File: config.mk
export PLATFORM = sky130hd
export DESIGN_NAME = psd_loader
export DESIGN_NICKNAME = d
export VERILOG_FILES = /design/src/rtl/pairwise_diff_and_site_stats_core_defines.svh /design/src/rtl/psd_pkg.sv /design/src/rtl/psd_loader.sv
export SDC_FILE = /design/constraint.sdc
export NUM_CORES = 1
export LEC_CHECK = 0
export ABC_AREA = 1
export BUFFER_PORTS_ARGS = -buffer_cell sky130_fd_sc_hd__buf_2
export CAP_MARGIN = 20
export CORE_MARGIN = 4
export CORE_UTILIZATION = 30
export CTS_CLUSTER_SIZE = 12
export DETAILED_ROUTE_END_ITERATION = 10
export PLACE_DENSITY = 0.51
export SLEW_MARGIN = 30
export SYNTH_ARGS = -nofsm -noshare
export SYNTH_HDL_FRONTEND = slang
export SYNTH_SLANG_ARGS = --single-unit
File: constraint.sdc
create_clock -name clk_i -period 2 [get_ports clk_i]
set_clock_uncertainty 0.15 [all_clocks]
set_input_delay 0.3 -clock clk_i [delete_from_list [all_inputs] [get_ports clk_i]]
set_output_delay 0.3 -clock clk_i [all_outputs]
set_load 0.01 [all_outputs]
File: src/rtl/pairwise_diff_and_site_stats_core_defines.svh
// Assertion macros shared by the pairwise difference core
`ifndef PAIRWISE_DIFF_AND_SITE_STATS_CORE_DEFINES_SVH
`define PAIRWISE_DIFF_AND_SITE_STATS_CORE_DEFINES_SVH

// Same-cycle implication, disabled while reset is held
`define PSD_ASSERT_IMP(lbl, ante, cons, msg) \
  lbl: assert property (@(posedge clk_i) disable iff (!rst_ni) (ante) |-> (cons)) \
    else $error(msg);

// Next-cycle implication, disabled while reset is held
`define PSD_ASSERT_NXT(lbl, ante, cons, msg) \
  lbl: assert property (@(posedge clk_i) disable iff (!rst_ni) (ante) |=> (cons)) \
    else $error(msg);

`endif

File: src/rtl/psd_pkg.sv
`timescale 1ns / 1ps
// ----------------------------------------------------------------------------
// psd_pkg
// Shared constants and types of the pairwise difference and site stats core.
// ----------------------------------------------------------------------------
package psd_pkg;

  localparam int MAX_SEQS_DEF = 8;
  localparam int MAX_LEN_DEF  = 1024;

  // widths that cover the whole parameter range
  localparam int SEQ_W_MAX = 4;
  localparam int LEN_W_MAX = 17;

  localparam int SYM_W  = 4;
  localparam int IDX_W  = 3;
  localparam int CNT_W  = 11;
  localparam int MUT_W  = 12;
  localparam int STAT_W = 2;

  localparam logic [STAT_W-1:0] ST_OK       = 2'd0;
  localparam logic [STAT_W-1:0] ST_MISMATCH = 2'd1;
  localparam logic [STAT_W-1:0] ST_FEW      = 2'd2;
  localparam logic [STAT_W-1:0] ST_CAPACITY = 2'd3;

  // summary of a finished set, handed from loader to engine
  typedef struct packed {
    logic                 go;
    logic [SEQ_W_MAX-1:0] n;
    logic [LEN_W_MAX-1:0] len;
    logic [STAT_W-1:0]    err;
  } psd_set_t;

  typedef struct packed {
    logic [IDX_W-1:0]  seq_a;
    logic [IDX_W-1:0]  seq_b;
    logic [CNT_W-1:0]  diff_count;
    logic [CNT_W-1:0]  seg_sites;
    logic [CNT_W-1:0]  singleton_sites;
    logic [MUT_W-1:0]  mutations;
    logic [CNT_W-1:0]  used_length;
    logic [STAT_W-1:0] status;
    logic              last;
  } psd_res_t;

endpackage

File: src/rtl/psd_loader.sv
`timescale 1ns / 1ps
// ----------------------------------------------------------------------------
// psd_loader
// Tracks sequence count, lengths and load errors; writes symbols to memory.
// ----------------------------------------------------------------------------
module psd_loader import psd_pkg::*; #(
  parameter int MAX_SEQS = MAX_SEQS_DEF,
  parameter int MAX_LEN  = MAX_LEN_DEF,
  localparam int SW  = $clog2(MAX_SEQS),
  localparam int LW  = (MAX_LEN > 1) ? $clog2(MAX_LEN) : 1,
  localparam int AW  = SW + LW,
  localparam int NW  = $clog2(MAX_SEQS + 1),
  localparam int LW1 = $clog2(MAX_LEN + 1)
) (
  input  logic             clk_i,
  input  logic             rst_ni,
  input  logic             acc_i,
  input  logic [SYM_W-1:0] symbol_i,
  input  logic             eos_i,
  input  logic             eoset_i,
  output logic             we_o,
  output logic [AW-1:0]    waddr_o,
  output logic [SYM_W-1:0] wdata_o,
  output psd_set_t         set_o
);

  logic [NW-1:0]     seq_q, seq_d;
  logic [LW1-1:0]    cur_q, cur_d, first_q, first_d;
  logic [STAT_W-1:0] err_q, err_d;
  logic              full;

  assign full    = (seq_q >= NW'(MAX_SEQS)) || (cur_q >= LW1'(MAX_LEN));
  assign we_o    = acc_i && !full;
  assign waddr_o = {seq_q[SW-1:0], cur_q[LW-1:0]};
  assign wdata_o = symbol_i;

  // next load state for one beat
  always_comb begin
    seq_d   = seq_q;
    cur_d   = cur_q;
    first_d = first_q;
    err_d   = err_q;
    if (acc_i) begin
      if (full) begin
        if (err_d == ST_OK) err_d = ST_CAPACITY;
      end else begin
        cur_d = cur_q + LW1'(1);
      end
      if (eos_i || eoset_i) begin
        if (seq_q < NW'(MAX_SEQS)) begin
          if (seq_q == '0) begin
            first_d = cur_d;
          end else if (cur_d != first_q) begin
            if (err_d == ST_OK) err_d = ST_MISMATCH;
          end
          seq_d = seq_q + NW'(1);
        end
        cur_d = '0;
      end
    end
    set_o.go  = acc_i && eoset_i;
    set_o.n   = SEQ_W_MAX'(seq_d);
    set_o.len = LEN_W_MAX'(first_d);
    set_o.err = err_d;
  end

  // hold load state, clear at end of set
  always_ff @(posedge clk_i or negedge rst_ni) begin
    if (!rst_ni) begin
      seq_q   <= '0;
      cur_q   <= '0;
      first_q <= '0;
      err_q   <= ST_OK;
    end else if (acc_i && eoset_i) begin
      seq_q   <= '0;
      cur_q   <= '0;
      first_q <= '0;
      err_q   <= ST_OK;
    end else begin
      seq_q   <= seq_d;
      cur_q   <= cur_d;
      first_q <= first_d;
      err_q   <= err_d;
    end
  end

endmodule

# Yosys cells after proc, flatten, opt, wreduce, memory -nomap -nowiden
# Index checks and enable logic that the tools add are counted.
[word_totals] regBits=28 inputBits=9 wordCells=43 out_inout_bits=42
[classes] reduce_logical=9 eq_ne=1 add_sub_neg=2 n_lt_le_gt_ge=3 mux=24
[ops] cell="2-to-1 mux 11 bit" count=10
[ops] cell="2-to-1 mux 2 bit" count=10
[ops] cell="2-to-1 mux 4 bit" count=4
[ops] cell="adder 11 x 1 -> 11 bit (second input constant)" count=1
[ops] cell="greater-or-equal comparator 11 bit (second input constant)" count=1
[ops] cell="!= test 11 bit" count=1
[ops] cell="adder 4 x 1 -> 4 bit (second input constant)" count=1
[ops] cell="greater-or-equal comparator 4 bit (second input constant)" count=1
[ops] cell="logical NOT 2 bit" count=2
[ops] cell="logical NOT 4 bit" count=1
[ops] cell="less-than comparator 4 bit (second input constant)" count=1
[ops] cell="logical AND 1 bit" count=2
[ops] cell="logical OR 1 bit" count=2
[ops] cell="nonzero test 2 bit" count=1
[ops] cell="logical NOT 1 bit" count=1

# Depth between registers and ports, before layout
# Gate-level depths: netlist of run 1.
[depth] ltp_word=12 depth_mapped=16 depth_no_buf=16

# Worst setup path after synthesis of run 1
# OpenSTA, ideal clock, no wires.
[synth_path] path_kind="reg2out" startpoint="register cur_q[0]" endpoint="output port set_o[0] (netlist bit)" path_stages_with_launch=17 slack_ns=-0.076 path_buffers=0 arrival_time_ns=1.626 t_required_ns=1.550 path_cell_list="dfrtp_1 -> ha_1 -> inv_2 -> nor2_4 -> nand2_2 -> inv_2 -> nand2_1 -> nand2_1 -> nand2_1 -> nand2_1 -> nand2_1 -> nor2_2 -> nand3_1 -> nand2_1 -> nand2_1 -> nand2_1 -> inv_1"
[synth_lines] item="start: declaration" line="psd_loader.sv:28" rtl="logic [LW1-1:0] cur_q, cur_d, first_q, first_d;"
[synth_lines] item="start signal: assignment" line="psd_loader.sv:81" rtl="cur_q <= cur_d;"
[synth_lines] item="end: declaration" line="psd_loader.sv:24" rtl="output psd_set_t set_o"

==> results.py, run 1 <==
metrics = {
    "run_status": {
        "status": "finished with violations",
        "violations": "setup timing",
    },
    "min_path": {
        "hp-start": "eoset_i",
        "holdCritPathClass": "in2reg",
        "worstHoldEndpoint": "seq_q[1]",
        "min_path_cells": 4,
    },
    "floorplanning": {
        "die_x_um": 90.86,
        "dieArea_sq_um": 8255,
        "fp-row-count": 29,
        "die_h_um": 90.86,
        "core_area_sq_um": 6495,
        "io-pin-count": 51,
        "initial_utilization": 0.3171,
    },
    "placement": {
        "dp_slack_ns": -0.2573,
        "dp_hpwl_mm": 4.460,
        "io_buffer_count": 36,
        "routabilityCongestion": 0.7738,
    },
    "setup_path": {
        "path_class": "reg2out",
        "timing.rr.start": "cur_q[0]",
        "cpMostUsedCell": "nand2_1",
        "r2r_slack_ns": 0.11,
        "worstSetupEndpointType": "primary output",
        "crit_chain": "buf_6 -> clkinvlp_4 -> nor2_8 -> nand4_1 -> nand3b_1 -> nand3_2 -> nor2_2 -> nand3_2 -> nand2_1 -> nand2_1 -> nand2_1 -> inv_1 -> buf_2",
        "crit_arrival_ns": 2.05,
        "rr_worst_depth": 12,
        "path_max_fanout": 7,
        "reg2reg_to": "err_q[0]",
        "cpPeakStageDelay_ns": 0.42,
        "worstSetupStartpointType": "flop",
        "cp_slowest_cell": "dfrtp_2",
        "worstPathRequired_ns": 1.55,
    },
    "grt": {
        "antenna_found_initial": 0,
        "grt_pass1_vias": 2063,
        "grt_max_degree": 29,
        "grt_remaining_overflow": 0,
        "grt_first_pass_wirelength_mm": 9.887,
        "grt_usage": 0.1449,
    },
    "timing": {
        "hold_ws_ns": 0.1498,
        "timing.fmax_mhz": 399.7,
        "period_minus_slack_ns": 2.502,
        "drv_slew": 0,
        "fin_tns_setup_ns": -4.494,
        "rsz0062_at_grt": "true",
        "hold_viol": 0,
        "worstMarginPinSlew_ns": 0.6771,
        "max-slew-margin-rel": 0.5486,
        "setup_slack_ns": -0.5019,
        "finalCritPeriodShare": 1.251,
        "setup_viol": 15,
    },
    "cells_and_area": {
        "final_common_cell": "nand2_1",
        "layout-drive-gt1-share": 0.4880,
        "diodes": 0,
        "syn_to_final_growth_pct": 44.71,
        "final_cell_mix": "59 x nand2_1, 57 x buf_4, 33 x buf_2",
        "fin_nets": 388,
    },
    "synthesis": {
        "netlist_instances": 291,
        "synth_top_area_cell": "dfrtp_1",
        "synth_area_sq_um": 2059,
        "ys_ff_latch": 28,
        "netlist.area_leader.share": 0.3402,
        "syn_avg_cell_area_sq_um": 7.077,
        "synthDistinctLibCells": 28,
        "yosys_warnings": 0,
        "synth-seq-area-share": 0.3402,
        "synthTopCellsByArea": "dfrtp_1 34%, nand2_1 15%, buf_4 8.4%",
    },
    "pwr": {
        "powerDensity_nw_per_um2": 516.9,
        "p_leak_nw": 1.621,
        "peakVddDrop_mv": 0.2868,
    },
    "route": {
        "drc_errors": 0,
        "first_iter_violations": 82,
        "vias_per_cell": 4.644,
        "vias": 2099,
        "totalWireLength_mm": 5.849,
        "dr.pass1.iters": 4,
        "ant_nets": 0,
        "wl_per_cell_um": 12.94,
    },
    "clocking": {
        "cts_htree_levels": 1,
        "cts_max_path_buffers": 2,
        "cts_tree": "built",
        "cts.sinks": 28,
        "numCtsBuffers": 3,
        "clk_pin_slew_ns": 0.11,
        "clkLatencyLatePin_ns": 0.28,
        "cts-root-buf": "clkbuf_8",
    },
    "flow_run": {
        "cap_violations": 0,
    },
}
==> flip-flops by register name, indices dropped and copies added, names as in the netlist <==
| register | flops |
|---|---|
| cur_q | 11 |
| err_q | 2 |
| seq_q | 4 |
| first_q | 11 |
==> cell usage after synthesis <==
| master | instances |
|---|---|
| buf_4 | 23 |
| nand3_2 | 6 |
| clkbuf_1 | 2 |
| nor2_4 | 3 |
| nand4_2 | 1 |
| o21ai_0 | 7 |
| dfrtp_1 | 28 |
| buf_2 | 2 |
| inv_2 | 3 |
| o22ai_1 | 6 |
| nor2_2 | 1 |
| a21oi_1 | 16 |
| inv_1 | 36 |
| ha_1 | 3 |
| nand2_2 | 10 |
| nand2_1 | 82 |
| nand4_1 | 6 |
| nand2_4 | 2 |
| xor2_1 | 1 |
| buf_6 | 1 |
| nand3_1 | 26 |
| nor4_1 | 1 |
| conb_1 | 1 |
| nor2_1 | 15 |
| a211oi_1 | 1 |
| nand3b_1 | 5 |
| clkinv_1 | 2 |
| nor2_8 | 1 |
==> cell type report <==
cell class	instances	area (sq um)
flip-flops and latches	28	703.2
fillers	675	3515
repair buffers	103	750.7
multi-input cells	199	1215
clock buffers	4	55.05
inverters	41	160.2
well taps	77	96.34
==> report_power, final <==
part | switching, mW | internal [mW]
clock | 0.189 | 0.177
sequential | 0.0330 | 0.599
combinational | 0.296 | 0.247
total | 0.517 | 1.02
==> routing by layer <==
metal | up-vias | global-route usage | share of wire
li1 | 1070 | - | -
met1 | 985 | 0.1960 | 0.46
met2 | 38 | 0.2452 | 0.49
met3 | 6 | 0.02417 | 0.042
met4 | 0 | 0.02638 | 0.0082
met5 | - | 0 | 0
==> cell families after synthesis <==
group                      Yosys count  share of synthesized area
DFF                                 28                     0.3402
AOI/OAI and AO/OA                   30                    0.07777
buffers and inverters               69                     0.1725
other                                1                   0.001821
and+or+nand+nor                    159                     0.3852
xor gates and xnor gates             1                   0.004254
adders and majority gates            3                    0.01823
==> worst max-delay path by stage <==
stage,endpoint,startpoint,cells past startpoint
final,set_o[0],cur_q[0],13
after global routing,set_o[0],cur_q[0],15
after CTS,set_o[0],cur_q[0],15
after detailed placement,set_o[0],cur_q[1],17
after global placement,set_o[0],cur_q[0],17
after floorplan,set_o[0],cur_q[0],16
==> metrics by stage <==
stage                     area (sq um)  instances  power (mW)    util
final                             2980        452       1.541  0.4589
after global routing              2980        452       1.647  0.4589
after CTS                         2769        445       1.505  0.4263
after detailed placement          2550        432       1.066  0.3926
after global placement            2550        432       1.068  0.3926
after floorplan                   2092        296      0.9113       -
==> critical path: cells and delay by family (launching register included) <==
family	cells	cell delay [ns]
simple gates	9	0.93
flops	1	0.42
buf+inv	4	0.43
==> repair_timing <==
| item | 4_1_cts | 5_1_grt |
|---|---|---|
| pin swaps | 8 | 25 |
| endpoints found under the hold margin | 28 | 0 |
| hold buffers | 1 | 0 |
| buffers inserted | 8 | 8 |
| resized for setup | 30 | 43 |
| endpoints found under the setup margin | 14 | 16 |
No activity file was read; power rests on OpenSTA's default activity.
==> run 2, diff against run 1 <==
Settings changed: PLACE_DENSITY 0.51 to default.
==> results.py, run 2 (synthesized netlist as in run 1, its figures left out) <==
metrics = {
    "cells_and_area": {
        "largestRegisters": "cur_q (11), first_q (11), seq_q (4)",
        "fin_area_sq_um": 3034,
        "diodes": 0,
        "fin_nets": 391,
        "fillers": 651,
        "multi_input_area_sq_um": 1230,
        "layout-drive-gt1-share": 0.5053,
        "final_cell_mix": "56 x buf_4, 47 x nand2_1, 38 x nand2_2",
        "regArea_sq_um": 704.4,
        "final_common_cell": "buf_4",
        "syn_to_final_growth_pct": 47.33,
    },
    "clocking": {
        "clkLatencyLatePin_ns": 0.29,
        "cts_max_path_buffers": 2,
        "clk_pin_slew_ns": 0.10,
        "cts.sinks": 28,
        "cts_tree": "built",
        "cts-root-buf": "clkbuf_8",
        "cts_htree_levels": 1,
        "numCtsBuffers": 3,
    },
    "setup_path": {
        "timing.rr.start": "cur_q[0]",
        "crit_arrival_ns": 2.04,
        "crit_buf_inv": 4,
        "worstPathRequired_ns": 1.55,
        "cp_top_family": "simple AND/OR/NAND/NOR gates",
        "reg2reg_to": "err_q[0]",
        "worstSetupEndpointType": "primary output",
        "worstSetupStartpointType": "flop",
        "path_max_fanout": 4,
        "crit_chain": "ha_4 -> buf_4 -> nand2_1 -> inv_1 -> nand4_1 -> nand2_1 -> nand2_1 -> nand3_1 -> nor2_1 -> nand3_1 -> nand2_1 -> nand2_1 -> nand2_1 -> inv_1 -> buf_2",
        "cpPeakStageDelay_ns": 0.45,
        "rr_worst_depth": 14,
        "worstSetupStartpoint": "cur_q[0]",
        "r2r_slack_ns": 0.12,
        "cp_slowest_cell": "dfrtp_2",
        "path_class": "reg2out",
        "cpMostUsedCell": "nand2_1",
    },
    "timing": {
        "setup_slack_ns": -0.4930,
        "hold_viol": 0,
        "rsz0062_at_grt": "true",
        "timing.fmax_mhz": 401.1,
        "finalCritPeriodShare": 1.247,
        "max-slew-margin-rel": 0.5394,
        "setup_viol": 14,
        "worstMarginPinSlew_ns": 0.6910,
        "period_minus_slack_ns": 2.493,
        "drv_slew": 0,
    },
    "pwr": {
        "p_leak_nw": 1.621,
        "peakVddDrop_mv": 0.3511,
        "powerDensity_nw_per_um2": 507.6,
    },
    "grt": {
        "grt_remaining_overflow": 0,
        "grt_usage": 0.1434,
        "grt_max_degree": 29,
        "grt_first_pass_wirelength_mm": 9.639,
        "antenna_found_initial": 0,
        "grt_pass1_vias": 2110,
    },
    "min_path": {
        "min_path_cells": 5,
        "worstHoldEndpoint": "err_q[0]",
        "holdCritPathClass": "in2reg",
        "hp-start": "acc_i",
    },
    "run_status": {
        "status": "finished with violations",
        "violations": "setup timing",
    },
    "floorplanning": {
        "die_h_um": 90.86,
        "io-pin-count": 51,
        "core_area_sq_um": 6495,
        "dieArea_sq_um": 8255,
        "fp-row-count": 29,
        "die_x_um": 90.86,
        "initial_utilization": 0.3171,
    },
    "placement": {
        "routabilityCongestion": 0.8102,
        "dp_slack_ns": -0.1942,
        "place_area_sq_um": 2550,
        "io_buffer_count": 36,
        "dp_hpwl_mm": 4.314,
    },
    "route": {
        "dr.pass1.iters": 4,
        "vias_per_cell": 4.714,
        "wl_per_cell_um": 13.35,
        "drc_errors": 0,
        "ant_nets": 0,
        "vias": 2145,
        "totalWireLength_mm": 6.073,
        "first_iter_violations": 66,
    },
    "flow_run": {
        "cap_violations": 0,
    },
}
-- run 2: report_power, final --
part           leakage, nW  internal, mW  switching (mW)
clock network       0.0288         0.177           0.207
registers            0.379         0.600          0.0339
logic                 1.21         0.230           0.292
total                 1.62          1.01           0.533
-- run 2: worst register-to-register path, stage by stage, from the launching register on --
cell and delay, ns:
dfrtp_2 0.45, ha_4 0.18, buf_4 0.15, nand2_1 0.06, inv_1 0.03, nand4_1 0.13, nand2_1 0.09, nand2_1 0.06
nand3_1 0.07, nor2_1 0.11, nand3_1 0.08, nand2_1 0.07, nand2_1 0.04, nand2_1 0.07, nor2_1 0.04
-- run 2: metal layers --
metal,global-route usage,vias to the layer above,wire [um]
li1,-,1070,-
met1,0.1747,1018,2764
met2,0.2551,50,2958
met3,0.03083,7,286
met4,0.03769,0,63
met5,0,-,0
-- run 2: worst max path at each step --
stage | endpoint | slack [ns] | cells past startpoint
after CTS | set_o[0] | -0.48 | 15
after detailed placement | set_o[0] | -0.19 | 16
after global routing | set_o[0] | -0.66 | 17
final | set_o[0] | -0.49 | 15
after global placement | set_o[0] | -0.21 | 15
after floorplan | set_o[0] | 0.04 | 16
-- run 2: per-stage QoR --
step                hold slack, ns  std cells  TNS [ns]  utilization  total power [mW]
floorplan                  -0.1456        296         0            -            0.9113
global placement            0.2315        432   -0.2075       0.3926             1.052
detailed placement          0.2371        432   -0.1942       0.3926             1.058
CTS                         0.2221        447    -3.752       0.4202             1.471
global route                0.2764        455    -4.351       0.4672             1.627
finish                      0.2228        455    -2.945       0.4672             1.540
-- run 2: area by class of cell --
class	count	area share
Inverter	41	0.05155
Tap cell	77	0.03175
Clock buffer	4	0.01814
Multi-Input combinational cell	199	0.4054
Timing Repair Buffer	106	0.2610
Sequential cell	28	0.2322
-- run 2: repair_timing --
item	4_1_cts	5_1_grt
hold endpoints to repair	28	0
buffers inserted	10	8
endpoints found under the setup margin	12	16
resized for setup	14	72
hold buffers	1	0
pin swaps	12	25
