### src/rtl/pairwise_diff_and_site_stats_core_defines.svh
// Assertion macros shared by the pairwise difference core
`ifndef PAIRWISE_DIFF_AND_SITE_STATS_CORE_DEFINES_SVH
`define PAIRWISE_DIFF_AND_SITE_STATS_CORE_DEFINES_SVH

// Same-cycle implication, disabled while reset is held
`define PSD_ASSERT_IMP(lbl, ante, cons, msg) \
  lbl: assert property (@(posedge clk_i) disable iff (!rst_ni) (ante) |-> (cons)) \
    else $error(msg);

// Next-cycle implication, disabled while reset is held
`define PSD_ASSERT_NXT(lbl, ante, cons, msg) \
  lbl: assert property (@(posedge clk_i) disable iff (!rst_ni) (ante) |=> (cons)) \
    else $error(msg);

`endif

### src/rtl/psd_pkg.sv
`timescale 1ns / 1ps
// ----------------------------------------------------------------------------
// psd_pkg
// Shared constants and types of the pairwise difference and site stats core.
// ----------------------------------------------------------------------------
package psd_pkg;

  localparam int MAX_SEQS_DEF = 8;
  localparam int MAX_LEN_DEF  = 1024;

  // widths that cover the whole parameter range
  localparam int SEQ_W_MAX = 4;
  localparam int LEN_W_MAX = 17;

  localparam int SYM_W  = 4;
  localparam int IDX_W  = 3;
  localparam int CNT_W  = 11;
  localparam int MUT_W  = 12;
  localparam int STAT_W = 2;

  localparam logic [STAT_W-1:0] ST_OK       = 2'd0;
  localparam logic [STAT_W-1:0] ST_MISMATCH = 2'd1;
  localparam logic [STAT_W-1:0] ST_FEW      = 2'd2;
  localparam logic [STAT_W-1:0] ST_CAPACITY = 2'd3;

  // summary of a finished set, handed from loader to engine
  typedef struct packed {
    logic                 go;
    logic [SEQ_W_MAX-1:0] n;
    logic [LEN_W_MAX-1:0] len;
    logic [STAT_W-1:0]    err;
  } psd_set_t;

  typedef struct packed {
    logic [IDX_W-1:0]  seq_a;
    logic [IDX_W-1:0]  seq_b;
    logic [CNT_W-1:0]  diff_count;
    logic [CNT_W-1:0]  seg_sites;
    logic [CNT_W-1:0]  singleton_sites;
    logic [MUT_W-1:0]  mutations;
    logic [CNT_W-1:0]  used_length;
    logic [STAT_W-1:0] status;
    logic              last;
  } psd_res_t;

endpackage

### src/rtl/psd_if.sv


interface psd_out_if import psd_pkg::*; ();
  logic              valid;
  logic              ready;
  logic [IDX_W-1:0]  seq_a;
  logic [IDX_W-1:0]  seq_b;
  logic [CNT_W-1:0]  diff_count;
  logic [CNT_W-1:0]  seg_sites;
  logic [CNT_W-1:0]  singleton_sites;
  logic [MUT_W-1:0]  mutations;
  logic [CNT_W-1:0]  used_length;
  logic [STAT_W-1:0] status;
  logic              last;

  modport source (output valid, seq_a, seq_b, diff_count, seg_sites, singleton_sites,
                  mutations, used_length, status, last, input ready);
  modport sink   (input valid, seq_a, seq_b, diff_count, seg_sites, singleton_sites,
                  mutations, used_length, status, last, output ready);
endinterface

### src/rtl/psd_engine.sv
`timescale 1ns / 1ps
// ----------------------------------------------------------------------------
// psd_engine
// Scans memory column by column, counts pair differences and site stats,
// then emits one result beat per live pair, or one status beat for a failed set.
// ----------------------------------------------------------------------------
`include "pairwise_diff_and_site_stats_core_defines.svh"

module psd_engine import psd_pkg::*; #(
  parameter int MAX_SEQS = MAX_SEQS_DEF,
  parameter int MAX_LEN  = MAX_LEN_DEF,
  localparam int SW  = $clog2(MAX_SEQS),
  localparam int LW  = (MAX_LEN > 1) ? $clog2(MAX_LEN) : 1,
  localparam int AW  = SW + LW,
  localparam int NW  = $clog2(MAX_SEQS + 1),
  localparam int LW1 = $clog2(MAX_LEN + 1)
) (
  input  logic             clk_i,
  input  logic             rst_ni,
  input  psd_set_t         set_i,
  output logic             busy_o,
  output logic             re_o,
  output logic [AW-1:0]    raddr_o,
  input  logic [SYM_W-1:0] rdata_i,
  psd_out_if.source        out_o
);

  localparam int NP = MAX_SEQS * (MAX_SEQS - 1) / 2;

  localparam logic [2:0] S_IDLE  = 3'd0;
  localparam logic [2:0] S_ISSUE = 3'd1;
  localparam logic [2:0] S_DRAIN = 3'd2;
  localparam logic [2:0] S_EVAL  = 3'd3;
  localparam logic [2:0] S_EMIT  = 3'd4;
  localparam logic [2:0] S_ERR   = 3'd5;

  logic [2:0]        st_q, st_d;
  logic [NW-1:0]     n_q, n_d;
  logic [LW1-1:0]    len_q, len_d, col_q, col_d;
  logic [STAT_W-1:0] err_q, err_d;
  logic [SW-1:0]     s_q, s_d, ri_q, pa_q, pa_d, pb_q, pb_d;
  logic              rv_q;
  logic [SYM_W-1:0]  sym_q [MAX_SEQS];
  logic [NW-1:0]     cnt_q [4];
  logic              unc_q;
  logic [CNT_W-1:0]  used_q, used_d, seg_q, seg_d, sgl_q, sgl_d;
  logic [MUT_W-1:0]  mut_q, mut_d;
  logic [CNT_W-1:0]  diff_q [NP];
  logic [CNT_W-1:0]  diff_d [NP];
  logic              clr_col, clr_acc, shift;
  logic              ov_q, ov_d, ld;
  psd_res_t          res_q, res_d;
  logic [2:0]        n_distinct;
  logic              has1;
  logic              pair_live;

  assign busy_o    = (st_q != S_IDLE);
  assign re_o      = (st_q == S_ISSUE);
  assign raddr_o   = {s_q, col_q[LW-1:0]};
  assign pair_live = (NW'(pb_q) < n_q);

  // distinct states and singleton test of the gathered column
  always_comb begin
    n_distinct = '0;
    has1 = 1'b0;
    for (int i = 0; i < 4; i++) begin
      if (cnt_q[i] != '0) n_distinct = n_distinct + 3'd1;
      if (cnt_q[i] == NW'(1)) has1 = 1'b1;
    end
  end

  // pair difference counters: bump in eval, shift out in emit
  always_comb begin
    int p;
    p = 0;
    for (int a = 0; a < MAX_SEQS - 1; a++) begin
      for (int b = a + 1; b < MAX_SEQS; b++) begin
        diff_d[p] = diff_q[p];
        if (clr_acc) begin
          diff_d[p] = '0;
        end else if (shift) begin
          diff_d[p] = (p + 1 < NP) ? diff_q[(p + 1) % NP] : '0;
        end else if (st_q == S_EVAL && !unc_q && NW'(b) < n_q
                     && sym_q[a] != sym_q[b]) begin
          diff_d[p] = diff_q[p] + CNT_W'(1);
        end
        p = p + 1;
      end
    end
  end

  // sequencer
  always_comb begin
    st_d    = st_q;
    n_d     = n_q;
    len_d   = len_q;
    err_d   = err_q;
    col_d   = col_q;
    s_d     = s_q;
    pa_d    = pa_q;
    pb_d    = pb_q;
    used_d  = used_q;
    seg_d   = seg_q;
    sgl_d   = sgl_q;
    mut_d   = mut_q;
    clr_col = 1'b0;
    clr_acc = 1'b0;
    shift   = 1'b0;
    ld      = 1'b0;
    res_d   = res_q;
    unique case (st_q)
      S_IDLE: begin
        if (set_i.go) begin
          n_d     = NW'(set_i.n);
          len_d   = LW1'(set_i.len);
          err_d   = set_i.err;
          col_d   = '0;
          s_d     = '0;
          pa_d    = '0;
          pb_d    = SW'(1);
          used_d  = '0;
          seg_d   = '0;
          sgl_d   = '0;
          mut_d   = '0;
          clr_acc = 1'b1;
          clr_col = 1'b1;
          if (set_i.err != ST_OK) begin
            st_d = S_ERR;
          end else if (set_i.n < SEQ_W_MAX'(2)) begin
            err_d = ST_FEW;
            st_d  = S_ERR;
          end else if (set_i.len == '0) begin
            st_d = S_EMIT;
          end else begin
            st_d = S_ISSUE;
          end
        end
      end
      S_ISSUE: begin
        if (NW'(s_q) + NW'(1) == n_q) begin
          st_d = S_DRAIN;
        end else begin
          s_d = s_q + SW'(1);
        end
      end
      S_DRAIN: st_d = S_EVAL;
      S_EVAL: begin
        if (!unc_q) begin
          used_d = used_q + CNT_W'(1);
          mut_d  = mut_q + MUT_W'(n_distinct) - MUT_W'(1);
          if (n_distinct > 3'd1) begin
            seg_d = seg_q + CNT_W'(1);
            if (has1) sgl_d = sgl_q + CNT_W'(1);
          end
        end
        clr_col = 1'b1;
        s_d     = '0;
        col_d   = col_q + LW1'(1);
        st_d    = (col_q + LW1'(1) == len_q) ? S_EMIT : S_ISSUE;
      end
      S_EMIT: begin
        if (!pair_live || !ov_q || out_o.ready) begin
          if (pair_live) begin
            ld                    = 1'b1;
            res_d.seq_a           = IDX_W'(pa_q);
            res_d.seq_b           = IDX_W'(pb_q);
            res_d.diff_count      = diff_q[0];
            res_d.seg_sites       = seg_q;
            res_d.singleton_sites = sgl_q;
            res_d.mutations       = mut_q;
            res_d.used_length     = used_q;
            res_d.status          = ST_OK;
            res_d.last            = (NW'(pa_q) + NW'(2) == n_q)
                                    && (NW'(pb_q) + NW'(1) == n_q);
          end
          shift = 1'b1;
          if (pb_q == SW'(MAX_SEQS - 1)) begin
            if (pa_q == SW'(MAX_SEQS - 2)) begin
              st_d = S_IDLE;
            end else begin
              pa_d = pa_q + SW'(1);
              pb_d = pa_q + SW'(2);
            end
          end else begin
            pb_d = pb_q + SW'(1);
          end
        end
      end
      S_ERR: begin
        if (!ov_q || out_o.ready) begin
          ld    = 1'b1;
          res_d = '0;
          res_d.status = err_q;
          res_d.last   = 1'b1;
          st_d  = S_IDLE;
        end
      end
      default: st_d = S_IDLE;
    endcase
    ov_d = ld ? 1'b1 : (ov_q && !out_o.ready) ? 1'b1 : 1'b0;
  end

  // control registers
  always_ff @(posedge clk_i or negedge rst_ni) begin
    if (!rst_ni) begin
      st_q <= S_IDLE;
      ov_q <= 1'b0;
      rv_q <= 1'b0;
    end else begin
      st_q <= st_d;
      ov_q <= ov_d;
      rv_q <= re_o;
    end
  end

  // datapath registers
  always_ff @(posedge clk_i) begin
    n_q    <= n_d;
    len_q  <= len_d;
    err_q  <= err_d;
    col_q  <= col_d;
    s_q    <= s_d;
    ri_q   <= s_q;
    pa_q   <= pa_d;
    pb_q   <= pb_d;
    used_q <= used_d;
    seg_q  <= seg_d;
    sgl_q  <= sgl_d;
    mut_q  <= mut_d;
    res_q  <= res_d;
    for (int p = 0; p < NP; p++) begin
      diff_q[p] <= diff_d[p];
    end
    // gather one column symbol per read beat
    if (clr_col) begin
      unc_q <= 1'b0;
      for (int i = 0; i < 4; i++) cnt_q[i] <= '0;
    end else if (rv_q) begin
      sym_q[ri_q]            <= rdata_i;
      cnt_q[rdata_i[1:0]]    <= cnt_q[rdata_i[1:0]] + NW'(1);
      if (rdata_i > SYM_W'(3)) unc_q <= 1'b1;
    end
  end

  assign out_o.valid           = ov_q;
  assign out_o.seq_a           = res_q.seq_a;
  assign out_o.seq_b           = res_q.seq_b;
  assign out_o.diff_count      = res_q.diff_count;
  assign out_o.seg_sites       = res_q.seg_sites;
  assign out_o.singleton_sites = res_q.singleton_sites;
  assign out_o.mutations       = res_q.mutations;
  assign out_o.used_length     = res_q.used_length;
  assign out_o.status          = res_q.status;
  assign out_o.last            = res_q.last;

  `PSD_ASSERT_IMP(a_go_idle, set_i.go, st_q == S_IDLE, "set handed over while engine busy")
  `PSD_ASSERT_IMP(a_issue_rng, st_q == S_ISSUE, NW'(s_q) < n_q, "read beyond loaded sequences")
  `PSD_ASSERT_IMP(a_eval_drained, st_q == S_EVAL, !rv_q, "column evaluated before last read")
  `PSD_ASSERT_NXT(a_ld_valid, ld, ov_q, "loaded result not presented")

endmodule

### src/flat_wrapper.sv
// flat-port wrapper written by rule: the top's interface ports become plain ports
module psd_engine_flat import psd_pkg::*;
#(
  parameter int MAX_SEQS = MAX_SEQS_DEF,
  parameter int MAX_LEN  = MAX_LEN_DEF,
  localparam int SW  = $clog2(MAX_SEQS),
  localparam int LW  = (MAX_LEN > 1) ? $clog2(MAX_LEN) : 1,
  localparam int AW  = SW + LW,
  localparam int NW  = $clog2(MAX_SEQS + 1),
  localparam int LW1 = $clog2(MAX_LEN + 1)
)
  (clk_i, rst_ni, set_i, busy_o, re_o, raddr_o, rdata_i, out_o_valid, out_o_seq_a, out_o_seq_b, out_o_diff_count, out_o_seg_sites, out_o_singleton_sites, out_o_mutations, out_o_used_length, out_o_status, out_o_last, out_o_ready);
  psd_out_if out_o_i ();
  input  logic clk_i;
  input  logic rst_ni;
  input  psd_set_t set_i;
  output logic busy_o;
  output logic re_o;
  output logic [AW-1:0] raddr_o;
  input  logic [SYM_W-1:0] rdata_i;
  output wire logic [$bits(out_o_i.valid)-1:0] out_o_valid;
  output wire logic [$bits(out_o_i.seq_a)-1:0] out_o_seq_a;
  output wire logic [$bits(out_o_i.seq_b)-1:0] out_o_seq_b;
  output wire logic [$bits(out_o_i.diff_count)-1:0] out_o_diff_count;
  output wire logic [$bits(out_o_i.seg_sites)-1:0] out_o_seg_sites;
  output wire logic [$bits(out_o_i.singleton_sites)-1:0] out_o_singleton_sites;
  output wire logic [$bits(out_o_i.mutations)-1:0] out_o_mutations;
  output wire logic [$bits(out_o_i.used_length)-1:0] out_o_used_length;
  output wire logic [$bits(out_o_i.status)-1:0] out_o_status;
  output wire logic [$bits(out_o_i.last)-1:0] out_o_last;
  input wire logic [$bits(out_o_i.ready)-1:0] out_o_ready;
  assign out_o_valid = out_o_i.valid;
  assign out_o_seq_a = out_o_i.seq_a;
  assign out_o_seq_b = out_o_i.seq_b;
  assign out_o_diff_count = out_o_i.diff_count;
  assign out_o_seg_sites = out_o_i.seg_sites;
  assign out_o_singleton_sites = out_o_i.singleton_sites;
  assign out_o_mutations = out_o_i.mutations;
  assign out_o_used_length = out_o_i.used_length;
  assign out_o_status = out_o_i.status;
  assign out_o_last = out_o_i.last;
  assign out_o_i.ready = out_o_ready;
  psd_engine #(.MAX_SEQS(MAX_SEQS), .MAX_LEN(MAX_LEN)) u_core (.clk_i(clk_i), .rst_ni(rst_ni), .set_i(set_i), .busy_o(busy_o), .re_o(re_o), .raddr_o(raddr_o), .rdata_i(rdata_i), .out_o(out_o_i));
endmodule
### config.mk
export PLATFORM = sky130hd
export DESIGN_NAME = psd_engine_flat
export DESIGN_NICKNAME = d
export VERILOG_FILES = /design/src/rtl/psd_pkg.sv /design/src/rtl/psd_if.sv /design/src/rtl/psd_engine.sv /design/src/flat_wrapper.sv
export VERILOG_INCLUDE_DIRS = /design/src /design/src/rtl
export SDC_FILE = /design/constraint.sdc
export NUM_CORES = 1
export LEC_CHECK = 0
export BUFFER_PORTS_ARGS = -buffer_cell sky130_fd_sc_hd__buf_2
export CORE_ASPECT_RATIO = 1.75
export CORE_MARGIN = 2
export CORE_UTILIZATION = 30
export DETAILED_ROUTE_END_ITERATION = 12
export PLACE_DENSITY = 0.42
export SETUP_SLACK_MARGIN = 0.5
export SYNTH_ARGS = -nofsm -noshare
export SYNTH_HDL_FRONTEND = slang
export SYNTH_SLANG_ARGS = --single-unit
export TNS_END_PERCENT = 50
### constraint.sdc
create_clock -name clk_i -period 11.8 [get_ports clk_i]
set_input_delay 2.95 -clock clk_i [delete_from_list [all_inputs] [get_ports clk_i]]
set_output_delay 2.95 -clock clk_i [all_outputs]
set_load 0.03 [all_outputs]
# == Word-level counts from Yosys, hierarchy flattened ==
# Memories as Yosys holds them, arrays and structs flattened.
# Index checks and enable logic that the tools add are counted.
# totals
ff_bits,156
ramBits,356
in_bits,31
output_inout_bits,81
elab_cells,363
mem_count,3
# memory_table
name,depth,width,read_ports,rd_clocked_by_memory_dff,write_ports,line_no,source
u_core.diff_q,28,11,28,0,28,psd_engine.sv:48,logic [CNT_W-1:0] diff_q [NP];
u_core.sym_q,8,4,8,0,1,psd_engine.sv:43,logic [SYM_W-1:0] sym_q [MAX_SEQS];
u_core.cnt_q,4,4,5,0,4,psd_engine.sv:44,logic [NW-1:0] cnt_q [4];
# classes
add_sub_neg,45
order_cmp,11
n_eq_ne,56
muxes,154
reduce_logical,69
# ops
operator,count
2-to-1 mux 11 bit,91
"adder 11 x 1 -> 11 bit, second input constant",32
2-to-1 mux 65 bit,3
case mux 65 bit (2 select lines),1
inequality test 4 bit,28
case mux 11 bit (2 select lines),4
2-to-1 mux 3 bit,22
logical AND 1 bit,38
2-to-1 mux 12 bit,2
case mux 12 bit (2 select lines),1
2-to-1 mux 1 bit,20
case mux 3 bit (6 select lines),1
zero test 17 bit,1
"== test 4 x 1 -> 1 bit, second input constant",4
"< comparator 3 x 4 -> 1 bit, first input constant",4
nonzero test 4 bit,4
"adder 3 x 1 -> 3 bit, second input constant",5
adder 12 x 3 -> 12 bit,1
"== test 3 bit, second input constant",4
== test 4 bit,3
"inequality test 2 x 1 -> 1 bit, second input constant",6
"inequality test 2 bit, second input constant",6
case mux 3 bit (2 select lines),2
AND reduction 4 bit,3
other kinds (30),49

# == Logic depth before layout (Yosys ltp) ==
# Gate-level depths: netlist of the first run.
# An unclocked memory read counts as a cell.
# logic_depth
ltp_word,13
depth_mapped,17
ltp_nobuf,17

# == Least setup slack after synthesis of the first run ==
# Ideal clock, no wire load.
# synth_timing
path_kind,input port to flip-flop
start,in out_o_ready
end,"reg u_core.res_q, in the netlist u_core.out_o.diff_count[0] (enable)"
setup_ns,0.488
arrival_time_ns,5.897
required_ns,11.312
slack_ns,5.415
cell_stages,3
n_path_buf,1
path_cell_list,nor2b_1 > clkbuf_1 > nor2_1
# synth_between
elab_chain_cells,3
elab_cells_between_ends,5
classes_between,eq/ne: 2; reduce/logical: 3
# synth_lines
element,line_no,source
from (decl),flat_wrapper.sv:31,input wire logic [$bits(out_o_i.ready)-1:0] out_o_ready;
logical OR 1 bit (on tied branches),"psd_engine.sv:190, psd_engine.sv:162",
inequality test 2 x 1 -> 1 bit (no source line),-,
AND reduction 4 bit (no source line) *,-,
to (signal assigned),psd_engine.sv:230,res_q <= res_d;
to (decl),psd_engine.sv:52,"psd_res_t res_q, res_d;"
# Every way passes the cells marked *; elsewhere a longest branch is shown, timed or not.
# A chain may end at the register's enable or synchronous reset.

# == Final worst setup path of the first run ==
# layout_timing
start,reg u_core.st_q[0]
end,out re_o
# layout_between
elab_chain_cells,1
# layout_lines
element,line_no,source
from (decl),psd_engine.sv:37,"logic [2:0] st_q, st_d;"
from (signal assigned),psd_engine.sv:210,st_q <= st_d;
== test 3 x 1 -> 1 bit,psd_engine.sv:58,assign re_o = (st_q == S_ISSUE);
to (decl),flat_wrapper.sv:18,output logic re_o;
# No other way between the ends.

==> impl_metrics.yaml, run 1 <==
floorplanning:
  initial_core_util_pct: 30.2
  die_y_um: 408
  fp.dieW_um: 235
  coreArea_um2: 92600
  ios: 112
  die-area_um2: 95600
  rows: 148
placed_design:
  place_congestion: 0.780
  dp_hpwl_um: 58700
  portBuffers: 111
timing:
  relSlewSlack_pct: 21.5
  hold_ws_ns: 0.455
  final.min_clock_period_ns: 5.26
  fin_crit_sh_pct: 44.6
  tightest_slew_ns: 1.18
  skew_ns: 0.0347
  setup_tns_ns: 0
  setup_viol: 0
  timing.fmax_mhz: 190
  timing.final.hold_violations: 0
  rsz0062_at_grt: "false"
  drv_slew: 0
grt:
  gr-total-overflow: 0
  track_usage_pct: 17.8
  grt_max_degree: 215
  grt_pass1_vias: 23500
  antenna_found_initial: 0
  grt_first_pass_wirelength_um: 134000
synth:
  syn_avg_cell_area_um2: 8.82
  syn_inst: 3166
  synth_top_family_by_area: "simple AND/OR/NAND/NOR gates"
  synthAdderAreaFrac_pct: 2.63
  synthXorXnorAreaFrac_pct: 8.97
  ys_warn_count: 0
  synth_compound_area_share_pct: 15.2
  synth_area_um2: 27900
  async_flop_share_pct: 0.977
  yosysMostFrequentCell: "a21oi_1"
  yosys.area_share.simple_pct: 23.6
  yosysSeqAreaShare_pct: 43.8
  yosys.cell_types.count: 80
  synth_top_area_share_pct: 22.4
  synth_commonest_cells: "376 x a21oi_1, 312 x dfxtp_1, 270 x nand3_1, 258 x nor2_1, 210 x nand2_1"
  synth_edf_count: 195
  synth.largest_area_cell: "dfxtp_1"
  synth_area_leaders: "dfxtp_1 22%, edfxtp_1 21%, a21oi_1 6.7%"
  synthFlopType: "dfxtp_1"
  ys_seq_elements: 512
  syn_nets: 3255
  yosys-mux-area-fraction_pct: 1.26
critical_path:
  crit_path_max_incr_delay_ns: 0.66
  startpoint_type: "flop"
  arrival_ns: 2.31
  crit_path_end_kind: "output port"
  critical_path.cell_chain: "nor2b_1 -> buf_4 -> nand2b_1 -> inv_1 -> buf_2"
  cp_max_fo: 20
  crit_required_ns: 8.85
  slowest_stage: "dfrtp_1"
  criticalPathCategory: "reg -> out"
routing:
  drt-total-wl_um: 85600
  drc: 0
  viasPerCell: 5.31
  wl_per_cell_um: 19.6
  ant_nets: 0
  firstDrtPassIters: 5
  dr_total_vias: 23200
  drt_first_iter_violations: 1592
layout:
  area_delta_synth_final_pct: 11.0
  regArea_um2: 12200
  utilization_pct: 33.5
  diodes: 0
  nNetsFinal: 3219
  fillCellCount: 9622
  drive_above_1_share_pct: 8.98
  multi_input_area_um2: 14500
clocking:
  htree_num_levels: 2
  cts_tree: "yes"
  cts_resized: 0
  numCtsBuffers: 54
  cts_sinks: 512
  cts_root_buf: "clkbuf_16"
  clkSlewWorstSetupHoldPaths_ns: 0.07
  clkLatencyLatePin_ns: 0.63
  postCtsHoldBufs: 0
  max-clock-path-buffers: 3
  cts_setup_buffers: 0
outcome:
  status: "completed"
flow_run:
  drv_cap: 0
pwr:
  vdd.ir_drop.worst_v: 0.000169
  p_leak_nw: 10.5
  powerDensity_nw_per_um2: 216
  p_total_w: 0.00669
min_path:
  hp-class: "reg -> reg"
## flip-flops by register name (all words and copies together) (netlist names), 4 cells and up
name	flops
u_core.len_q	11
u_core.out_o.seg_sites	11
u_core.out_o.used_length	11
u_core.diff_q	308
u_core.mut_q	12
u_core.n_q	4
u_core.out_o.mutations	12
u_core.out_o.diff_count	11
u_core.out_o.singleton_sites	11
u_core.cnt_q	16
u_core.sgl_q	11
u_core.sym_q	32
u_core.seg_q	11
u_core.used_q	11
u_core.col_q	11
## report_power, final
group | total, W | switching (W) | internal [W]
Clock | 0.00177 | 0.000779 | 0.000995
Sequential | 0.00284 | 0.000493 | 0.00234
Combinational | 0.00208 | 0.00142 | 0.000664
Total | 0.00669 | 0.00269 | 0.00400
## final timing paths
check                              startpoint            endpoint  slack (ns)  cells past startpoint
min in group asynchronous              rst_ni      u_core.st_q[0]        2.14                      1
max                            u_core.st_q[0]                re_o        6.54                      5
max reg2reg                u_core.cnt_q[1][1]    u_core.mut_q[10]        7.15                     13
min                             u_core.s_q[1]      u_core.ri_q[1]        0.45                      0
min reg2reg                     u_core.s_q[1]      u_core.ri_q[1]        0.45                      0
max in group asynchronous              rst_ni  u_core.out_o.valid        9.49                      1
## placed cells by master (no fill, tap or decap), types with 57 or more instances in the layout
cell type  Yosys  layout
a211oi_1     103     103
a21oi_1      376     373
and2_1        87      87
and3_1       106     106
buf_2        119     111
dfxtp_1      312     312
edfxtp_1     195     195
ha_1          57      57
inv_1         61      61
nand2_1      210     210
nand3_1      270     270
nand4_1       67      67
nor2_1       258     257
nor3_1        99      99
xnor2_1      139     139
xor2_1       147     147
## cell families after synthesis
family / after synthesis
compound gates: 700
xor+xnor: 286
fa+ha+maj: 58
buf+inv: 283
flops: 512
mux: 30
simple gates: 1297
## critical path, delay by kind of cell (launching register included)
family	cells	cell delay, ns
flops	1	0.66
buf+inv	3	0.64
simple gates	2	0.39
## routing by layer
metal  wire, um  GRT usage, %  vias to the layer above  share of wire [%]
met2      46300          34.0                      442                 54
li1           -             -                    11300                  -
met5          0             0                        -                  0
met4       3620          7.38                        0                4.2
met3       2720          2.37                      161                3.2
met1      32900          19.1                    11300                 38
## metrics by stage
stage               worst slack, ns  std cells  instance area, um^2
finish                         6.54       4374                31000
global route                   6.30       4374                31000
floorplan                      5.41       3166                27900
global placement               5.88       4274                29200
detailed placement             5.92       4274                29200
CTS                            6.46       4374                31000
## cell type report
cell class	count	area share, %
Tap cell	1200	4.85
Clock inverter	28	0.888
Sequential cell	512	39.5
Multi-Input combinational cell	2371	46.8
Clock buffer	72	4.91
Inverter	62	0.775
Timing Repair Buffer	129	2.31
(Power assumes the default switching activity.)
==> run 2: changes to the inputs <==
--- a/config.mk
+++ b/config.mk
@@ -11,7 +11,7 @@
 export CORE_MARGIN = 2
 export CORE_UTILIZATION = 30
 export DETAILED_ROUTE_END_ITERATION = 12
-export PLACE_DENSITY = 0.42
+export PLACE_DENSITY = 0.43
 export SETUP_SLACK_MARGIN = 0.5
 export SYNTH_ARGS = -nofsm -noshare
 export SYNTH_HDL_FRONTEND = slang
==> constraint.sdc (replaced) <==
create_clock -name clk_i -period 4.3 [get_ports clk_i]
set_input_delay 1.075 -clock clk_i [delete_from_list [all_inputs] [get_ports clk_i]]
set_output_delay 1.075 -clock clk_i [all_outputs]
set_load 0.03 [all_outputs]
==> impl_metrics.yaml, run 2 (synthesis results as in run 1) <==
placed_design:
  place_congestion: 0.823
  place_ws_ns: 0.143
  dp_hpwl_um: 59600
  dpl.cell_count: 4295
  portBuffers: 111
timing:
  timing.final.hold_violations: 0
  rsz0062_at_grt: "true"
  hold_ws_ns: 0.259
  fin_ws_ns: 0.690
  final.min_clock_period_ns: 3.61
  setup_viol: 0
  tightest_slew_ns: 1.17
  setup_tns_ns: 0
  relSlewSlack_pct: 22.0
  fin_crit_sh_pct: 83.9
  skew_ns: 0.0183
  drv_slew: 0
  timing.fmax_mhz: 277
critical_path:
  cp_max_fo: 5
  crit_path_max_incr_delay_ns: 0.60
  slowest_stage: "or4_4"
  criticalPathCategory: "reg -> reg"
  crit_required_ns: 4.62
  arrival_ns: 3.93
  crit_path_end_kind: "flop"
  critPathBufInv: 3
  startpoint_type: "flop"
  critical_path.cell_chain: "or4_4 -> o31ai_2 -> xor2_1 -> o21ai_2 -> ha_2 -> inv_1 -> ha_1 -> inv_1 -> fa_2 -> nor2b_2 -> o21ai_1 -> a21oi_2 -> o21a_1 -> buf_4 -> nor3_1 -> nor3_1"
  critical-path-top-delay-family: "simple AND/OR/NAND/NOR gates"
grt:
  grt_pass1_vias: 23700
  grt_max_degree: 118
  track_usage_pct: 17.7
  gr-total-overflow: 0
  grt_first_pass_wirelength_um: 134000
  antenna_found_initial: 2
floorplanning:
  initial_core_util_pct: 30.2
  die-area_um2: 95600
  fp.dieW_um: 235
  rows: 148
  coreArea_um2: 92600
  ios: 112
  die_y_um: 408
pwr:
  vdd.ir_drop.worst_v: 0.000552
  switching_share_pct: 39.9
  p_switching_w: 0.00743
  power_frac_comb_pct: 32.1
  clkPwrFrac_pct: 26.3
  powerDensity_nw_per_um2: 595
  seq_power_share_pct: 41.6
  p_leak_nw: 10.6
  internal_power_w: 0.0112
routing:
  drt_first_iter_violations: 1344
  drc: 0
  ant_nets: 0
  firstDrtPassIters: 5
  viasPerCell: 5.32
  dr_total_vias: 23400
  drt-total-wl_um: 85800
  wl_per_cell_um: 19.5
clocking:
  htree_num_levels: 2
  postCtsHoldBufs: 0
  max-clock-path-buffers: 3
  cts_sinks: 512
  clkLatencyLatePin_ns: 0.63
  cts_tree: "yes"
  numCtsBuffers: 54
  clkSlewWorstSetupHoldPaths_ns: 0.06
  cts_root_buf: "clkbuf_16"
min_path:
  hp-class: "in -> async"
layout:
  diodes: 0
  fillCellCount: 9611
  drive_above_1_share_pct: 9.89
  utilization_pct: 33.9
  multi_input_area_um2: 14600
  final_cell_mix: "371 x a21oi_1, 312 x dfxtp_1, 270 x nand3_1, 257 x nor2_1, 210 x nand2_1"
  stdcell_count: 4406
  nNetsFinal: 3249
  regArea_um2: 12200
  area_delta_synth_final_pct: 12.3
  layout_commonest_cell: "a21oi_1"
  regMostFlops: "u_core.diff_q"
  largest_reg_flops: 308
  top_regs: "u_core.diff_q: 308 flops, u_core.sym_q: 32 flops, u_core.cnt_q: 16 flops"
outcome:
  status: "completed"
flow_run:
  drv_cap: 0
## run 2: changes by cell type in the layout (fill, tap and decap cells not counted), sizes merged
cell,previous run,this run
clkbuf,72,71
clkinv,14,17
buf,129,159
clkinvlp,7,6
bufinv,4,6
inv,65,64
## run 2: power groups by stage
stage | Clock, W | Combinational, W | Sequential, W
detailed placement | 0 | 0.00591 | 0.00784
finish | 0.00489 | 0.00599 | 0.00776
CTS | 0.00507 | 0.00598 | 0.00777
global placement | 0 | 0.00586 | 0.00783
global route | 0.00522 | 0.00662 | 0.00793
floorplan | 0 | 0.00390 | 0.00777
## run 2: routing by layer
layer / GRT usage (%) / routed length (um) / vias to the layer above
li1: - / - / 11400
met1: 19.7 / 33200 / 11400
met2: 33.8 / 46400 / 521
met3: 2.43 / 3340 / 131
met4: 5.97 / 2740 / 4
met5: 0 / 26 / -
## run 2: worst paths after layout
path	slack (ns)	endpoint	cells after the start	from
worst min register to register	0.49	u_core.unc_q	2	u_core.unc_q
min in group clk_i	0.49	u_core.unc_q	2	u_core.unc_q
worst min-delay path	0.26	u_core.st_q[0]	1	rst_ni
max in group asynchronous	3.89	u_core.st_q[2]	1	rst_ni
worst max register to register	0.69	u_core.mut_q[7]	16	u_core.cnt_q[2][1]
worst max-delay path	0.69	u_core.mut_q[7]	16	u_core.cnt_q[2][1]
## run 2: cell type report
type,count,area share [%]
clock buffers,71,4.64
clock inverters,31,1.12
inverters,62,0.766
multi-input cells,2371,46.4
flip-flops and latches,512,39.0
well taps,1200,4.79
repair buffers,159,3.24
## run 2: through the flow
stage,instance area (um^2),total power (W)
after global routing,31400,0.0198
final,31400,0.0186
after global placement,29400,0.0137
after detailed placement,29400,0.0138
after CTS,31300,0.0188
after floorplan,27900,0.0117
## run 2: what timing repair did
action                     4_1_cts  5_1_grt
pin swaps                        1        7
buffers inserted                 0        9
resized for setup                6       10
setup endpoints to repair        3        6
==> run 3: changes to the inputs <==
--- a/config.mk
+++ b/config.mk
@@ -6,6 +6,7 @@
 export SDC_FILE = /design/constraint.sdc
 export NUM_CORES = 1
 export LEC_CHECK = 0
+export ABC_AREA = 1
 export BUFFER_PORTS_ARGS = -buffer_cell sky130_fd_sc_hd__buf_2
 export CORE_ASPECT_RATIO = 1.75
 export CORE_MARGIN = 2
==> constraint.sdc (replaced) <==
create_clock -name clk_i -period 3.2 [get_ports clk_i]
set_input_delay 0.8 -clock clk_i [delete_from_list [all_inputs] [get_ports clk_i]]
set_output_delay 0.8 -clock clk_i [all_outputs]
set_load 0.03 [all_outputs]
==> impl_metrics.yaml, run 3 <==
outcome:
  status: "completed"
floorplanning:
  die-area_um2: 96000
  rows: 148
  initial_core_util_pct: 30.2
  coreArea_um2: 92800
  ios: 112
  die_y_um: 408
  fp.dieW_um: 235
layout:
  layout_commonest_cell: "nand2_1"
  diodes: 0
  stdcell_count: 4993
  drive_above_1_share_pct: 9.97
  final_cell_mix: "954 x nand2_1, 427 x inv_1, 312 x dfxtp_1, 288 x nor2_1, 195 x edfxtp_1"
  area_delta_synth_final_pct: 15.1
  fillCellCount: 9818
  regMostFlops: "u_core.diff_q"
  regArea_um2: 12200
  nNetsFinal: 3839
  utilization_pct: 34.8
  multi_input_area_um2: 13700
  top_regs: "u_core.diff_q: 308 flops, u_core.sym_q: 32 flops, u_core.cnt_q: 16 flops"
  largest_reg_flops: 308
timing:
  setup_tns_ns: 0
  setup_viol: 0
  drv_slew: 0
  skew_ns: 0.0176
  timing.final.hold_violations: 0
  timing.fmax_mhz: 330
  hold_ws_ns: 0.364
  tightest_slew_ns: 0.922
  fin_crit_sh_pct: 94.6
  relSlewSlack_pct: 38.6
  final.min_clock_period_ns: 3.03
  rsz0062_at_grt: "true"
routing:
  firstDrtPassIters: 5
  ant_nets: 0
  drc: 0
  wl_per_cell_um: 16.3
  dr_total_vias: 23400
  viasPerCell: 4.68
  drt-total-wl_um: 81200
  drt_first_iter_violations: 937
grt:
  antenna_found_initial: 2
  track_usage_pct: 16.6
  grt_max_degree: 149
  gr-total-overflow: 0
  grt_pass1_vias: 24000
  grt_first_pass_wirelength_um: 129000
clocking:
  clkLatencyLatePin_ns: 0.62
  clkSlewWorstSetupHoldPaths_ns: 0.07
  htree_num_levels: 2
  cts_root_buf: "clkbuf_16"
  max-clock-path-buffers: 3
  numCtsBuffers: 52
  cts_tree: "yes"
  cts_sinks: 512
synth:
  yosys.cell_types.count: 53
  synth_area_um2: 28000
  synth_edf_count: 195
  yosysMostFrequentCell: "nand2_1"
  synth_area_leaders: "dfxtp_1 22%, edfxtp_1 21%, nand2_1 13%"
  syn_inst: 3647
  syn_avg_cell_area_um2: 7.68
  async_flop_share_pct: 0.977
  yosysSeqAreaShare_pct: 43.6
  synth_top_area_share_pct: 22.3
  synth_commonest_cells: "962 x nand2_1, 442 x inv_1, 312 x dfxtp_1, 294 x nor2_1, 195 x edfxtp_1"
  syn_nets: 3736
  ys_warn_count: 0
  synth.largest_area_cell: "dfxtp_1"
  synthFlopType: "dfxtp_1"
  ys_seq_elements: 512
critical_path:
  critical_path.cell_chain: "nor2_2 -> nand3_2 -> inv_2 -> ha_4 -> inv_2 -> nand2_2 -> nand2_4 -> nand4_1 -> nand3_2 -> inv_2 -> ha_4 -> inv_4 -> ha_4 -> inv_4 -> fa_2 -> o21ai_2 -> a21oi_2 -> o21ai_2 -> o21ai_1 -> a21oi_1"
  crit_path_end_kind: "flop"
  critPathBufInv: 5
  arrival_ns: 3.50
  slowest_stage: "edfxtp_1"
  criticalPathCategory: "reg -> reg"
  critical-path-top-delay-family: "adder cells"
  crit_path_max_incr_delay_ns: 0.40
  startpoint_type: "flop"
  crit_required_ns: 3.68
  cp_max_fo: 3
min_path:
  hp-class: "in -> reg"
placed_design:
  portBuffers: 111
  place_congestion: 0.788
  dp_hpwl_um: 58100
  dpl.cell_count: 4877
pwr:
  vdd.ir_drop.worst_v: 0.000514
  p_leak_nw: 13.2
  powerDensity_nw_per_um2: 821
flow_run:
  drv_cap: 0
## run 3: cell types whose count changed after synthesis, sizes merged, moves of 77 or more
cell,change
and3,-104
inv,+400
a21oi,-179
buf,-77
nand3,-91
and2,-88
a211oi,-104
o21ai,+98
nand2,+761
## run 3: path summary, 6_finish.rpt
kind | to | from | slack, ns | cells after the start
setup / recovery | u_core.mut_q[7] | u_core.cnt_q[0][2] | 0.17 | 20
hold / removal | u_core.n_q[0] | set_i[19] | 0.36 | 1
setup reg to reg | u_core.mut_q[7] | u_core.cnt_q[0][2] | 0.17 | 20
hold reg to reg | u_core.diff_q[27][9] | u_core.diff_q[27][9] | 0.47 | 2
max in group asynchronous | u_core.st_q[1] | rst_ni | 2.53 | 2
min in group asynchronous | u_core.out_o.valid | rst_ni | 0.53 | 2
## run 3: cells by family after synthesis
group	after synthesis	share of synthesized area [%]
and+or+nand+nor	1583	23.4
buffers and inverters	602	8.52
AOI/OAI and AO/OA	558	11.4
DFF	512	43.6
xor gates and xnor gates	334	10.4
adders and majority gates	58	2.62
## run 3: report_power, final
part	switching [W]	internal (W)	total, W
clock	0.00279	0.00375	0.00654
sequential	0.00169	0.00877	0.0105
combinational	0.00618	0.00331	0.00949
## run 3: metrics by stage
step	instance area, um^2	total power [W]	setup WS [ns]
2_1_floorplan	28100	0.0162	0.289
3_3_place_gp	30100	0.0195	0.0305
3_5_place_dp	30100	0.0194	0.0550
4_1_cts	32000	0.0265	0.151
5_1_grt	32300	0.0284	0.0388
6_report	32300	0.0265	0.172
## run 3: routing by layer
metal	global-route usage (%)	wire [um]
met3	1.95	1970
met1	16.7	30600
met5	0	27
met2	34.5	46600
met4	4.79	1990
## run 3: cell type report
type / count / area share [%]
flip-flops and latches: 512 / 37.9
clock buffers: 72 / 4.64
clock inverters: 25 / 0.865
well taps: 1200 / 4.65
inverters: 466 / 5.51
repair buffers: 185 / 4.06
multi-input cells: 2533 / 42.4
## run 3: repair_timing
item / 4_1_cts / 5_1_grt
hold endpoints to repair: 5 / 0
setup endpoints to repair: 11 / 171
hold buffers: 1 / 0
setup buffers: 6 / 11
gates cloned: 0 / 1
gates resized for setup: 31 / 31
pin swaps: 13 / 26
